--- src/hw/rtl/actuator_position_supervisor_assert.svh ---
// Assertion macros for the actuator position supervisor
`ifndef ACTUATOR_POSITION_SUPERVISOR_ASSERT_SVH
`define ACTUATOR_POSITION_SUPERVISOR_ASSERT_SVH

// same-cycle implication, disabled in reset
`define APS_ASSERT_NOW(label, clk, rst, ante, cons) \
  label: assert property (@(posedge clk) disable iff (rst) (ante) |-> (cons)) \
    else $error("actuator supervisor check failed");

// next-cycle implication, disabled in reset
`define APS_ASSERT_NEXT(label, clk, rst, ante, cons) \
  label: assert property (@(posedge clk) disable iff (rst) (ante) |=> (cons)) \
    else $error("actuator supervisor check failed");

`endif

--- src/hw/rtl/aps_pkg.sv ---
// Package: types, codes and constants of the actuator position supervisor
package aps_pkg;

  localparam int TIMER_BITS_DEFAULT = 16;
  localparam int CFG_ADDR_BITS      = 5;
  localparam int CFG_DATA_BITS      = 32;
  localparam int CFG_REG_BITS       = 16;
  localparam int MODE_BITS          = 6;

  typedef enum logic [2:0] {
    PH_IDLE   = 3'd0,
    PH_RETRY  = 3'd1,
    PH_WAIT   = 3'd2,
    PH_SETTLE = 3'd3
  } phase_t;

  typedef enum logic [2:0] {
    CMD_EXTEND_STEP  = 3'd0,
    CMD_RETRACT_STEP = 3'd1,
    CMD_EXTEND_NOW   = 3'd2,
    CMD_RETRACT_NOW  = 3'd3,
    CMD_RESET_PHASES = 3'd4,
    CMD_POLL         = 3'd5
  } cmd_t;

  typedef enum logic [2:0] {
    EV_NONE    = 3'd0,
    EV_SET_EXT = 3'd1,
    EV_CLR_EXT = 3'd2,
    EV_SET_RET = 3'd3,
    EV_CLR_RET = 3'd4
  } alarm_event_t;

  typedef enum logic [2:0] {
    REG_MODE           = 3'd0,
    REG_EXTEND_TIMEOUT = 3'd1,
    REG_RETRACT_TIMEOUT = 3'd2,
    REG_EXTEND_SETTLE  = 3'd3,
    REG_RETRACT_SETTLE = 3'd4
  } reg_idx_t;

  localparam int MODE_ENABLED  = 0;
  localparam int MODE_EXT_FIT  = 1;
  localparam int MODE_RET_FIT  = 2;
  localparam int MODE_EXT_LOW  = 3;
  localparam int MODE_RET_LOW  = 4;
  localparam int MODE_INVERT   = 5;

  typedef struct packed {
    logic [MODE_BITS-1:0]    mode;
    logic [CFG_REG_BITS-1:0] ext_tmo;
    logic [CFG_REG_BITS-1:0] ret_tmo;
    logic [CFG_REG_BITS-1:0] ext_settle;
    logic [CFG_REG_BITS-1:0] ret_settle;
  } cfg_t;

  typedef struct packed {
    logic active;
    logic is_extend;
    logic fitted;
    logic sensed;
    logic running;
    logic paused;
  } side_ctrl_t;

  typedef struct packed {
    logic         done;
    logic         pos_we;
    logic         pos_val;
    alarm_event_t ev;
  } side_stat_t;

endpackage

--- src/hw/rtl/aps_cfg.sv ---
// Configuration register file with APB-style access
module aps_cfg import aps_pkg::*; (
  input  logic                     clk,
  input  logic                     rst,
  input  logic                     psel,
  input  logic                     penable,
  input  logic                     pwrite,
  input  logic [CFG_ADDR_BITS-1:0] paddr,
  input  logic [CFG_DATA_BITS-1:0] pwdata,
  output logic [CFG_DATA_BITS-1:0] prdata,
  output logic                     pready,
  output cfg_t                     cfg
);

  reg_idx_t idx;
  logic     wr;

  assign idx    = reg_idx_t'(paddr[CFG_ADDR_BITS-1:2]);
  assign wr     = psel && penable && pwrite;
  assign pready = 1'b1;

  always_ff @(posedge clk) begin
    if (rst) begin
      cfg <= '0;
    end else if (wr) begin
      case (idx)
        REG_MODE:            cfg.mode       <= pwdata[MODE_BITS-1:0];
        REG_EXTEND_TIMEOUT:  cfg.ext_tmo    <= pwdata[CFG_REG_BITS-1:0];
        REG_RETRACT_TIMEOUT: cfg.ret_tmo    <= pwdata[CFG_REG_BITS-1:0];
        REG_EXTEND_SETTLE:   cfg.ext_settle <= pwdata[CFG_REG_BITS-1:0];
        REG_RETRACT_SETTLE:  cfg.ret_settle <= pwdata[CFG_REG_BITS-1:0];
        default: ;
      endcase
    end
  end

  always_comb begin
    case (idx)
      REG_MODE:            prdata = CFG_DATA_BITS'(cfg.mode);
      REG_EXTEND_TIMEOUT:  prdata = CFG_DATA_BITS'(cfg.ext_tmo);
      REG_RETRACT_TIMEOUT: prdata = CFG_DATA_BITS'(cfg.ret_tmo);
      REG_EXTEND_SETTLE:   prdata = CFG_DATA_BITS'(cfg.ext_settle);
      REG_RETRACT_SETTLE:  prdata = CFG_DATA_BITS'(cfg.ret_settle);
      default:             prdata = '0;
    endcase
  end

endmodule

--- src/hw/rtl/aps_side.sv ---
// Next-state logic of one actuator side: wait, settle, retry and alarm
module aps_side import aps_pkg::*; #(
  parameter int TIMER_BITS = TIMER_BITS_DEFAULT
) (
  input  side_ctrl_t            ctrl,
  input  phase_t                phase,
  input  logic                  retry,
  input  logic [TIMER_BITS-1:0] wt,
  input  logic [TIMER_BITS-1:0] st,
  input  logic [TIMER_BITS-1:0] tmo,
  input  logic [TIMER_BITS-1:0] settle,
  output phase_t                phase_next,
  output logic                  retry_next,
  output logic [TIMER_BITS-1:0] wt_next,
  output logic [TIMER_BITS-1:0] st_next,
  output side_stat_t            stat
);

  always_comb begin
    logic go, fail, halt, finish;
    phase_next = phase;
    retry_next = retry;
    wt_next    = wt;
    st_next    = st;
    stat       = '{done: 1'b0, pos_we: 1'b0, pos_val: 1'b0, ev: EV_NONE};
    go     = 1'b0;
    fail   = 1'b0;
    halt   = 1'b0;
    finish = 1'b0;
    if (ctrl.active) begin
      if (phase_next == PH_IDLE || phase_next == PH_RETRY) begin
        if (!ctrl.fitted || ctrl.sensed) begin
          go = 1'b1;
        end else if (tmo == '0) begin
          fail = 1'b1;
        end else begin
          wt_next    = tmo;
          phase_next = PH_WAIT;
        end
      end
      if (!go && !fail && phase_next == PH_WAIT) begin
        if (ctrl.sensed) begin
          go = 1'b1;
        end else begin
          halt = 1'b1;
          if (ctrl.paused) begin
            wt_next = tmo;
          end else if (wt_next == '0) begin
            fail = 1'b1;
          end
        end
      end
      if (go) begin
        if (settle == '0) begin
          finish = 1'b1;
        end else begin
          st_next    = settle;
          phase_next = PH_SETTLE;
        end
      end
      if (!fail && !halt && !finish && phase_next == PH_SETTLE && st_next == '0) begin
        finish = 1'b1;
      end
      if (fail) begin
        phase_next   = PH_IDLE;
        stat.pos_we  = 1'b1;
        stat.pos_val = !ctrl.is_extend;
        if (ctrl.running) begin
          if (retry) begin
            stat.ev    = ctrl.is_extend ? EV_SET_EXT : EV_SET_RET;
            retry_next = 1'b0;
          end else begin
            retry_next = 1'b1;
            phase_next = PH_RETRY;
          end
        end
      end
      if (finish) begin
        phase_next   = PH_IDLE;
        retry_next   = 1'b0;
        stat.done    = 1'b1;
        stat.pos_we  = 1'b1;
        stat.pos_val = ctrl.is_extend;
        stat.ev      = ctrl.is_extend ? EV_CLR_EXT : EV_CLR_RET;
      end
    end
  end

endmodule

--- src/hw/rtl/actuator_position_supervisor.sv ---
// Top level of the actuator position supervisor
//
//   channel  | handshake             | words
//   ---------+-----------------------+-------------------------------------------
//   in       | in_valid / in_stall   | cmd, sensor levels, run, pause, tick
//   out      | out_valid / out_stall | done, position, drive, alarm, finished, at_*
//   config   | APB psel/penable      | mode, timeouts, settle delays
//
// One word per cycle unless the output stalls; an accepted word waits in the input register,
// and its result then appears on the output from the result register. The supervisor state
// updates as a word moves from the input register into the result register.
// A stalled output holds the result register and backs up into the input register.
// Reset (rst, synchronous) idles both phases and clears timers and latches.
module actuator_position_supervisor import aps_pkg::*; #(
  parameter int TIMER_BITS = TIMER_BITS_DEFAULT
) (
  input  logic                     clk,
  input  logic                     rst,
  input  logic                     psel,
  input  logic                     penable,
  input  logic                     pwrite,
  input  logic [CFG_ADDR_BITS-1:0] paddr,
  input  logic [CFG_DATA_BITS-1:0] pwdata,
  output logic [CFG_DATA_BITS-1:0] prdata,
  output logic                     pready,
  input  logic                     in_valid,
  output logic                     in_stall,
  input  logic [2:0]               cmd,
  input  logic                     extend_sensor_raw,
  input  logic                     retract_sensor_raw,
  input  logic                     machine_running,
  input  logic                     handler_paused,
  input  logic                     tick,
  output logic                     out_valid,
  input  logic                     out_stall,
  output logic                     step_done,
  output logic                     position_status,
  output logic                     drive_level,
  output logic [2:0]               alarm_event,
  output logic                     motion_finished,
  output logic                     at_extended,
  output logic                     at_retracted
);

  `include "actuator_position_supervisor_assert.svh"

  cfg_t cfg;

  aps_cfg u_cfg (
    .clk     (clk),
    .rst     (rst),
    .psel    (psel),
    .penable (penable),
    .pwrite  (pwrite),
    .paddr   (paddr),
    .pwdata  (pwdata),
    .prdata  (prdata),
    .pready  (pready),
    .cfg     (cfg)
  );

  logic       in_full;
  cmd_t       cmd_r;
  logic       ext_raw_r, ret_raw_r, running_r, paused_r, tick_r;
  logic       move;

  assign move     = in_full && (!out_valid || !out_stall);
  assign in_stall = in_full && !move;

  always_ff @(posedge clk) begin
    if (rst) begin
      in_full <= 1'b0;
    end else if (!in_stall) begin
      in_full <= in_valid;
    end
  end

  always_ff @(posedge clk) begin
    if (in_valid && !in_stall) begin
      cmd_r     <= cmd_t'(cmd);
      ext_raw_r <= extend_sensor_raw;
      ret_raw_r <= retract_sensor_raw;
      running_r <= machine_running;
      paused_r  <= handler_paused;
      tick_r    <= tick;
    end
  end

  phase_t                ext_phase, ret_phase;
  logic                  ext_retry, ret_retry;
  logic [TIMER_BITS-1:0] ext_wt, ret_wt, ext_st, ret_st;
  logic                  believed, latch;

  logic [TIMER_BITS-1:0] ext_wt_dec, ret_wt_dec, ext_st_dec, ret_st_dec;
  logic [TIMER_BITS+CFG_REG_BITS-1:0] ext_tmo_w, ret_tmo_w, ext_set_w, ret_set_w;
  logic [TIMER_BITS-1:0] ext_tmo, ret_tmo, ext_set, ret_set;

  assign ext_wt_dec = (tick_r && ext_wt != '0) ? ext_wt - 1'b1 : ext_wt;
  assign ret_wt_dec = (tick_r && ret_wt != '0) ? ret_wt - 1'b1 : ret_wt;
  assign ext_st_dec = (tick_r && ext_st != '0) ? ext_st - 1'b1 : ext_st;
  assign ret_st_dec = (tick_r && ret_st != '0) ? ret_st - 1'b1 : ret_st;

  assign ext_tmo_w = {{TIMER_BITS{1'b0}}, cfg.ext_tmo};
  assign ret_tmo_w = {{TIMER_BITS{1'b0}}, cfg.ret_tmo};
  assign ext_set_w = {{TIMER_BITS{1'b0}}, cfg.ext_settle};
  assign ret_set_w = {{TIMER_BITS{1'b0}}, cfg.ret_settle};
  assign ext_tmo   = ext_tmo_w[TIMER_BITS-1:0];
  assign ret_tmo   = ret_tmo_w[TIMER_BITS-1:0];
  assign ext_set   = ext_set_w[TIMER_BITS-1:0];
  assign ret_set   = ret_set_w[TIMER_BITS-1:0];

  logic enabled, ext_fit, ret_fit, inv, ext_on, ret_on, at_ext, at_ret;

  assign enabled = cfg.mode[MODE_ENABLED];
  assign ext_fit = cfg.mode[MODE_EXT_FIT];
  assign ret_fit = cfg.mode[MODE_RET_FIT];
  assign inv     = cfg.mode[MODE_INVERT];
  assign ext_on  = ext_fit && (ext_raw_r != cfg.mode[MODE_EXT_LOW]);
  assign ret_on  = ret_fit && (ret_raw_r != cfg.mode[MODE_RET_LOW]);

  always_comb begin
    if (!enabled)     at_ext = 1'b1;
    else if (ext_fit) at_ext = ext_on;
    else if (ret_fit) at_ext = !ret_on;
    else              at_ext = 1'b1;
    if (!enabled)     at_ret = 1'b1;
    else if (ret_fit) at_ret = ret_on;
    else if (ext_fit) at_ret = !ext_on;
    else              at_ret = 1'b1;
  end

  side_ctrl_t            ext_ctrl, ret_ctrl;
  side_stat_t            ext_stat, ret_stat;
  phase_t                ext_phase_s, ret_phase_s;
  logic                  ext_retry_s, ret_retry_s;
  logic [TIMER_BITS-1:0] ext_wt_s, ret_wt_s, ext_st_s, ret_st_s;

  assign ext_ctrl = '{active: cmd_r == CMD_EXTEND_STEP, is_extend: 1'b1, fitted: ext_fit,
                      sensed: ext_on, running: running_r, paused: paused_r};
  assign ret_ctrl = '{active: cmd_r == CMD_RETRACT_STEP, is_extend: 1'b0, fitted: ret_fit,
                      sensed: ret_on, running: running_r, paused: paused_r};

  aps_side #(.TIMER_BITS(TIMER_BITS)) u_ext (
    .ctrl       (ext_ctrl),
    .phase      (ext_phase),
    .retry      (ext_retry),
    .wt         (ext_wt_dec),
    .st         (ext_st_dec),
    .tmo        (ext_tmo),
    .settle     (ext_set),
    .phase_next (ext_phase_s),
    .retry_next (ext_retry_s),
    .wt_next    (ext_wt_s),
    .st_next    (ext_st_s),
    .stat       (ext_stat)
  );

  aps_side #(.TIMER_BITS(TIMER_BITS)) u_ret (
    .ctrl       (ret_ctrl),
    .phase      (ret_phase),
    .retry      (ret_retry),
    .wt         (ret_wt_dec),
    .st         (ret_st_dec),
    .tmo        (ret_tmo),
    .settle     (ret_set),
    .phase_next (ret_phase_s),
    .retry_next (ret_retry_s),
    .wt_next    (ret_wt_s),
    .st_next    (ret_st_s),
    .stat       (ret_stat)
  );

  phase_t       ext_phase_next, ret_phase_next;
  logic         ext_retry_next, ret_retry_next;
  logic         believed_next, latch_next, done_next;
  alarm_event_t ev_next;

  always_comb begin
    ext_phase_next = ext_phase_s;
    ret_phase_next = ret_phase_s;
    ext_retry_next = ext_retry_s;
    ret_retry_next = ret_retry_s;
    believed_next  = believed;
    latch_next     = latch;
    done_next      = 1'b0;
    ev_next        = EV_NONE;
    case (cmd_r)
      CMD_EXTEND_STEP: begin
        if (enabled) latch_next = !inv;
        if (ext_stat.pos_we) believed_next = ext_stat.pos_val;
        done_next = ext_stat.done;
        ev_next   = ext_stat.ev;
      end
      CMD_RETRACT_STEP: begin
        if (enabled) latch_next = inv;
        if (ret_stat.pos_we) believed_next = ret_stat.pos_val;
        done_next = ret_stat.done;
        ev_next   = ret_stat.ev;
      end
      CMD_EXTEND_NOW: begin
        believed_next  = 1'b1;
        ext_phase_next = PH_IDLE;
        if (enabled) latch_next = !inv;
      end
      CMD_RETRACT_NOW: begin
        believed_next  = 1'b0;
        ret_phase_next = PH_IDLE;
        if (enabled) latch_next = inv;
      end
      CMD_RESET_PHASES: begin
        ext_phase_next = PH_IDLE;
        ret_phase_next = PH_IDLE;
        ext_retry_next = 1'b0;
        ret_retry_next = 1'b0;
      end
      default: ;
    endcase
  end

  always_ff @(posedge clk) begin
    if (rst) begin
      ext_phase <= PH_IDLE;
      ret_phase <= PH_IDLE;
      ext_retry <= 1'b0;
      ret_retry <= 1'b0;
      ext_wt    <= '0;
      ret_wt    <= '0;
      ext_st    <= '0;
      ret_st    <= '0;
      believed  <= 1'b0;
      latch     <= 1'b0;
      out_valid <= 1'b0;
    end else begin
      if (move) begin
        ext_phase <= ext_phase_next;
        ret_phase <= ret_phase_next;
        ext_retry <= ext_retry_next;
        ret_retry <= ret_retry_next;
        ext_wt    <= ext_wt_s;
        ret_wt    <= ret_wt_s;
        ext_st    <= ext_st_s;
        ret_st    <= ret_st_s;
        believed  <= believed_next;
        latch     <= latch_next;
        out_valid <= 1'b1;
      end else if (!out_stall) begin
        out_valid <= 1'b0;
      end
    end
  end

  always_ff @(posedge clk) begin
    if (move) begin
      step_done       <= done_next;
      position_status <= believed_next;
      drive_level     <= latch_next;
      alarm_event     <= ev_next;
      motion_finished <= (ext_phase_next == PH_IDLE) && (ret_phase_next == PH_IDLE);
      at_extended     <= at_ext;
      at_retracted    <= at_ret;
    end
  end

  `APS_ASSERT_NOW(a_done_clears_alarm, clk, rst, out_valid && step_done,
    alarm_event == EV_CLR_EXT || alarm_event == EV_CLR_RET)
  `APS_ASSERT_NEXT(a_extend_now_pos, clk, rst, move && cmd_r == CMD_EXTEND_NOW,
    out_valid && position_status && !step_done)
  `APS_ASSERT_NEXT(a_reset_phases_idle, clk, rst, move && cmd_r == CMD_RESET_PHASES,
    out_valid && motion_finished && ext_phase == PH_IDLE && ret_phase == PH_IDLE)
  `APS_ASSERT_NEXT(a_input_held, clk, rst, in_full && !move, in_full)

endmodule
--- config.mk ---
export PLATFORM = sky130hd
export DESIGN_NAME = actuator_position_supervisor
export DESIGN_NICKNAME = d
export VERILOG_FILES = /design/src/hw/rtl/aps_pkg.sv /design/src/hw/rtl/aps_cfg.sv /design/src/hw/rtl/aps_side.sv /design/src/hw/rtl/actuator_position_supervisor.sv
export VERILOG_INCLUDE_DIRS = /design/src /design/src/hw/rtl
export SDC_FILE = /design/constraint.sdc
export NUM_CORES = 1
export LEC_CHECK = 0
export BUFFER_PORTS_ARGS = -buffer_cell sky130_fd_sc_hd__buf_2
export CORE_UTILIZATION = 40
export CTS_BUF_LIST = sky130_fd_sc_hd__clkbuf_8
export DETAILED_ROUTE_END_ITERATION = 10
export GPL_ROUTABILITY_DRIVEN = 0
export GPL_TIMING_DRIVEN = 0
export PLACE_DENSITY = 0.63
export SKIP_CTS_REPAIR_TIMING = 1
export SLEW_MARGIN = 20
export SYNTH_ARGS = -nofsm -noshare
export SYNTH_HDL_FRONTEND = slang
export SYNTH_SLANG_ARGS = --single-unit
--- constraint.sdc ---
create_clock -name clk -period 9.8 [get_ports clk]
set_input_delay 1.96 -clock clk [delete_from_list [all_inputs] [get_ports clk]]
set_output_delay 1.96 -clock clk [all_outputs]
set_load 0.1 [all_outputs]
==> results.yml <==
synth:
  synth_cells: 1394
  synth_top_area_share_pct: 28.1
  yosysMostFrequentCell: "nand2_1"
  ys_top_cells_by_count: "nand2_1 (254), a21oi_1 (151), dfxtp_1 (146), nor2_1 (127), clkbuf_1 (70)"
  syn_area_per_cell_sq_um: 7.47
  synth_area_sq_mm: 0.0104
  synth-seq-cells: 163
  synth_edf_count: 17
  yosys_warnings: 0
  yosys-top-cells-area: "dfxtp_1 (28%), nand2_1 (9.2%), a21oi_1 (7.3%), edfxtp_1 (4.9%), nor2_1 (4.6%)"
  synth-async-reset-ratio_pct: 0
  seq_area_frac_synth_pct: 33.0
  synthDistinctLibCells: 101
  yosysTopAreaCell: "dfxtp_1"
  synth-main-ff-cell: "dfxtp_1"
finish:
  drive_gt1_share_pct: 11.8
  diodes: 0
  layout.cells.non_filler: 1829
  area_delta_synth_final_pct: 11.6
  layout.nets: 1542
setup_path:
  path_cells: "clkbuf_1 -> clkbuf_1 -> clkbuf_1 -> mux2i_1 -> o22ai_1 -> buf_2"
  cp.required_ns: 7.84
  crit_type: "in -> out"
  crit_path_max_fanout: 10
  arrival_ns: 4.26
  max_stage_delay_ns: 0.62
  slowest_stage: "clkbuf_1"
  worstSetupEndpointType: "primary output"
  critPathBufInv: 4
  cp-start-kind: "input port"
  cp_top_family: "buffers and inverters"
  cp_common_cell: "clkbuf_1"
power_and_ir_drop:
  peakVddDrop_mv: 0.101
  p_leak_nw: 4.19
  power.density_mw_per_mm2: 187
hold_path:
  hp-class: "reg -> reg"
global_routing:
  antenna_found_initial: 0
  grt_max_degree: 20
  grt_pass1_vias: 10400
  grt_pass1_wl_um: 61400
  gr-usage-all-layers_pct: 30.3
  overflow: 0
timing:
  worst_pin_slew_ns: 1.01
  hold_violations: 0
  relSlewSlack_pct: 32.2
  skew_ns: 0.0211
  setup_tns_ns: 0
  fin_crit_ns: 6.22
  max_freq_mhz: 161
  rsz0062_at_grt: "no"
  post-route-period-util_pct: 63.4
  finalSetupViolations: 0
  final_max_slew_viol_count: 0
placed_design:
  hpwl_um: 29800
  port_buffers: 58
  dp.cells: 1797
die:
  die_y_um: 163
  rows: 58
  ios: 96
  coreArea_sq_mm: 0.0253
  die_x_um: 163
  dieArea_sq_mm: 0.0267
  initial_core_util_pct: 41.1
route:
  wirelength_um: 40000
  ant_nets: 0
  route.detailed.drc: 0
  viasPerCell: 6.24
  routed_wire_length_per_instance_um: 21.9
  drt_iter0_drc: 1635
  drtPass1Iterations: 6
  vias: 11400
flow_run:
  maxCapViolCount: 0
clock_network:
  cts_max_level: 4
  clock_path_buffers: 2
  root_buffer: "clkbuf_8"
  cts_buffers: 17
  cts.sinks: 163
  clk_pin_slew_worst_paths_ns: 0.10
  insertion_delay_ns: 0.51
  tritoncts: "done"
outcome:
  status: "finished clean"
## cells by family after synthesis
logic type	count (synthesis)	share of synthesized area (%)
XOR/XNOR	18	1.51
flip-flops	163	33.0
buffers and inverters	136	6.43
multiplexers	38	3.82
AO/OA/AOI/OAI	412	25.5
adder cells (fa/ha/maj)	4	0.481
AND/OR/NAND/NOR	621	29.2
other	2	0.0721
## placed cells by master (no fill, tap or decap), types with 17 or more instances in the layout
cell type  count
mux2i_1       27
nand3_1       33
nor2_1       127
o211ai_1      17
nor4_1        23
a22oi_1       36
conb_1        17
buf_2         63
edfxtp_1      17
o21ai_0       60
a21oi_1      151
inv_1         30
nand2_1      254
dfxtp_1      146
nor3_1        53
clkbuf_8      22
buf_4         17
o22ai_1       24
clkbuf_1      69
## per-stage QoR
step	hold WS, ns	instance area, sq um	setup WS (ns)	utilization (%)	total power [mW]
finish	0.505	11600	3.58	45.9	2.18
global route	0.529	11600	3.51	45.9	2.29
CTS	0.501	11600	3.63	45.9	2.15
detailed placement	0.474	11200	3.63	44.2	1.60
global placement	0.468	11200	3.71	44.1	1.59
floorplan	0.448	10500	3.27	-	1.41
## layout make-up
class / count / area, sq um
Clock inverter: 15 / 203
Buffer: 105 / 554
Inverter: 31 / 116
Clock buffer: 17 / 234
Sequential cell: 163 / 3430
Fill cell: 2609 / 13700
Multi-Input combinational cell: 1110 / 6380
Tap cell: 330 / 413
Timing Repair Buffer: 58 / 290
## power by group
group	switching, mW	internal, mW	total [mW]
Sequential	0.0445	0.706	0.751
Clock	0.334	0.224	0.558
Combinational	0.553	0.316	0.870
## state kept, by name, summed over array words and instances (netlist names), 3 cells and up
signal / flops
cmd_r: 3
ret_phase: 3
u_cfg.cfg: 70
alarm_event: 3
ext_phase: 3
ext_wt: 16
ret_st: 16
ext_st: 16
ret_wt: 16
## worst paths after layout
kind / end / cells past startpoint / slack (ns) / startpoint
max reg2reg: motion_finished / 9 / 5.50 / ret_st[2]
min reg2reg: latch / 2 / 0.50 / latch
min: latch / 2 / 0.50 / latch
max: prdata[6] / 6 / 3.58 / paddr[2]
## layer usage
metal	part of all wire (%)	GRT usage (%)	vias to the layer above
met4	3.8	13.6	0
li1	-	-	5285
met1	42	41.0	5274
met2	43	45.6	750
met3	12	6.88	110
met5	0	0	-
## worst min-delay path, delay by kind of cell (launching register included)
| kind | cells | cell delay, ns |
|---|---|---|
| DFF | 1 | 0.32 |
| and+or+nand+nor | 2 | 0.14 |
Note: power is estimated with default switching activity, not from simulation.
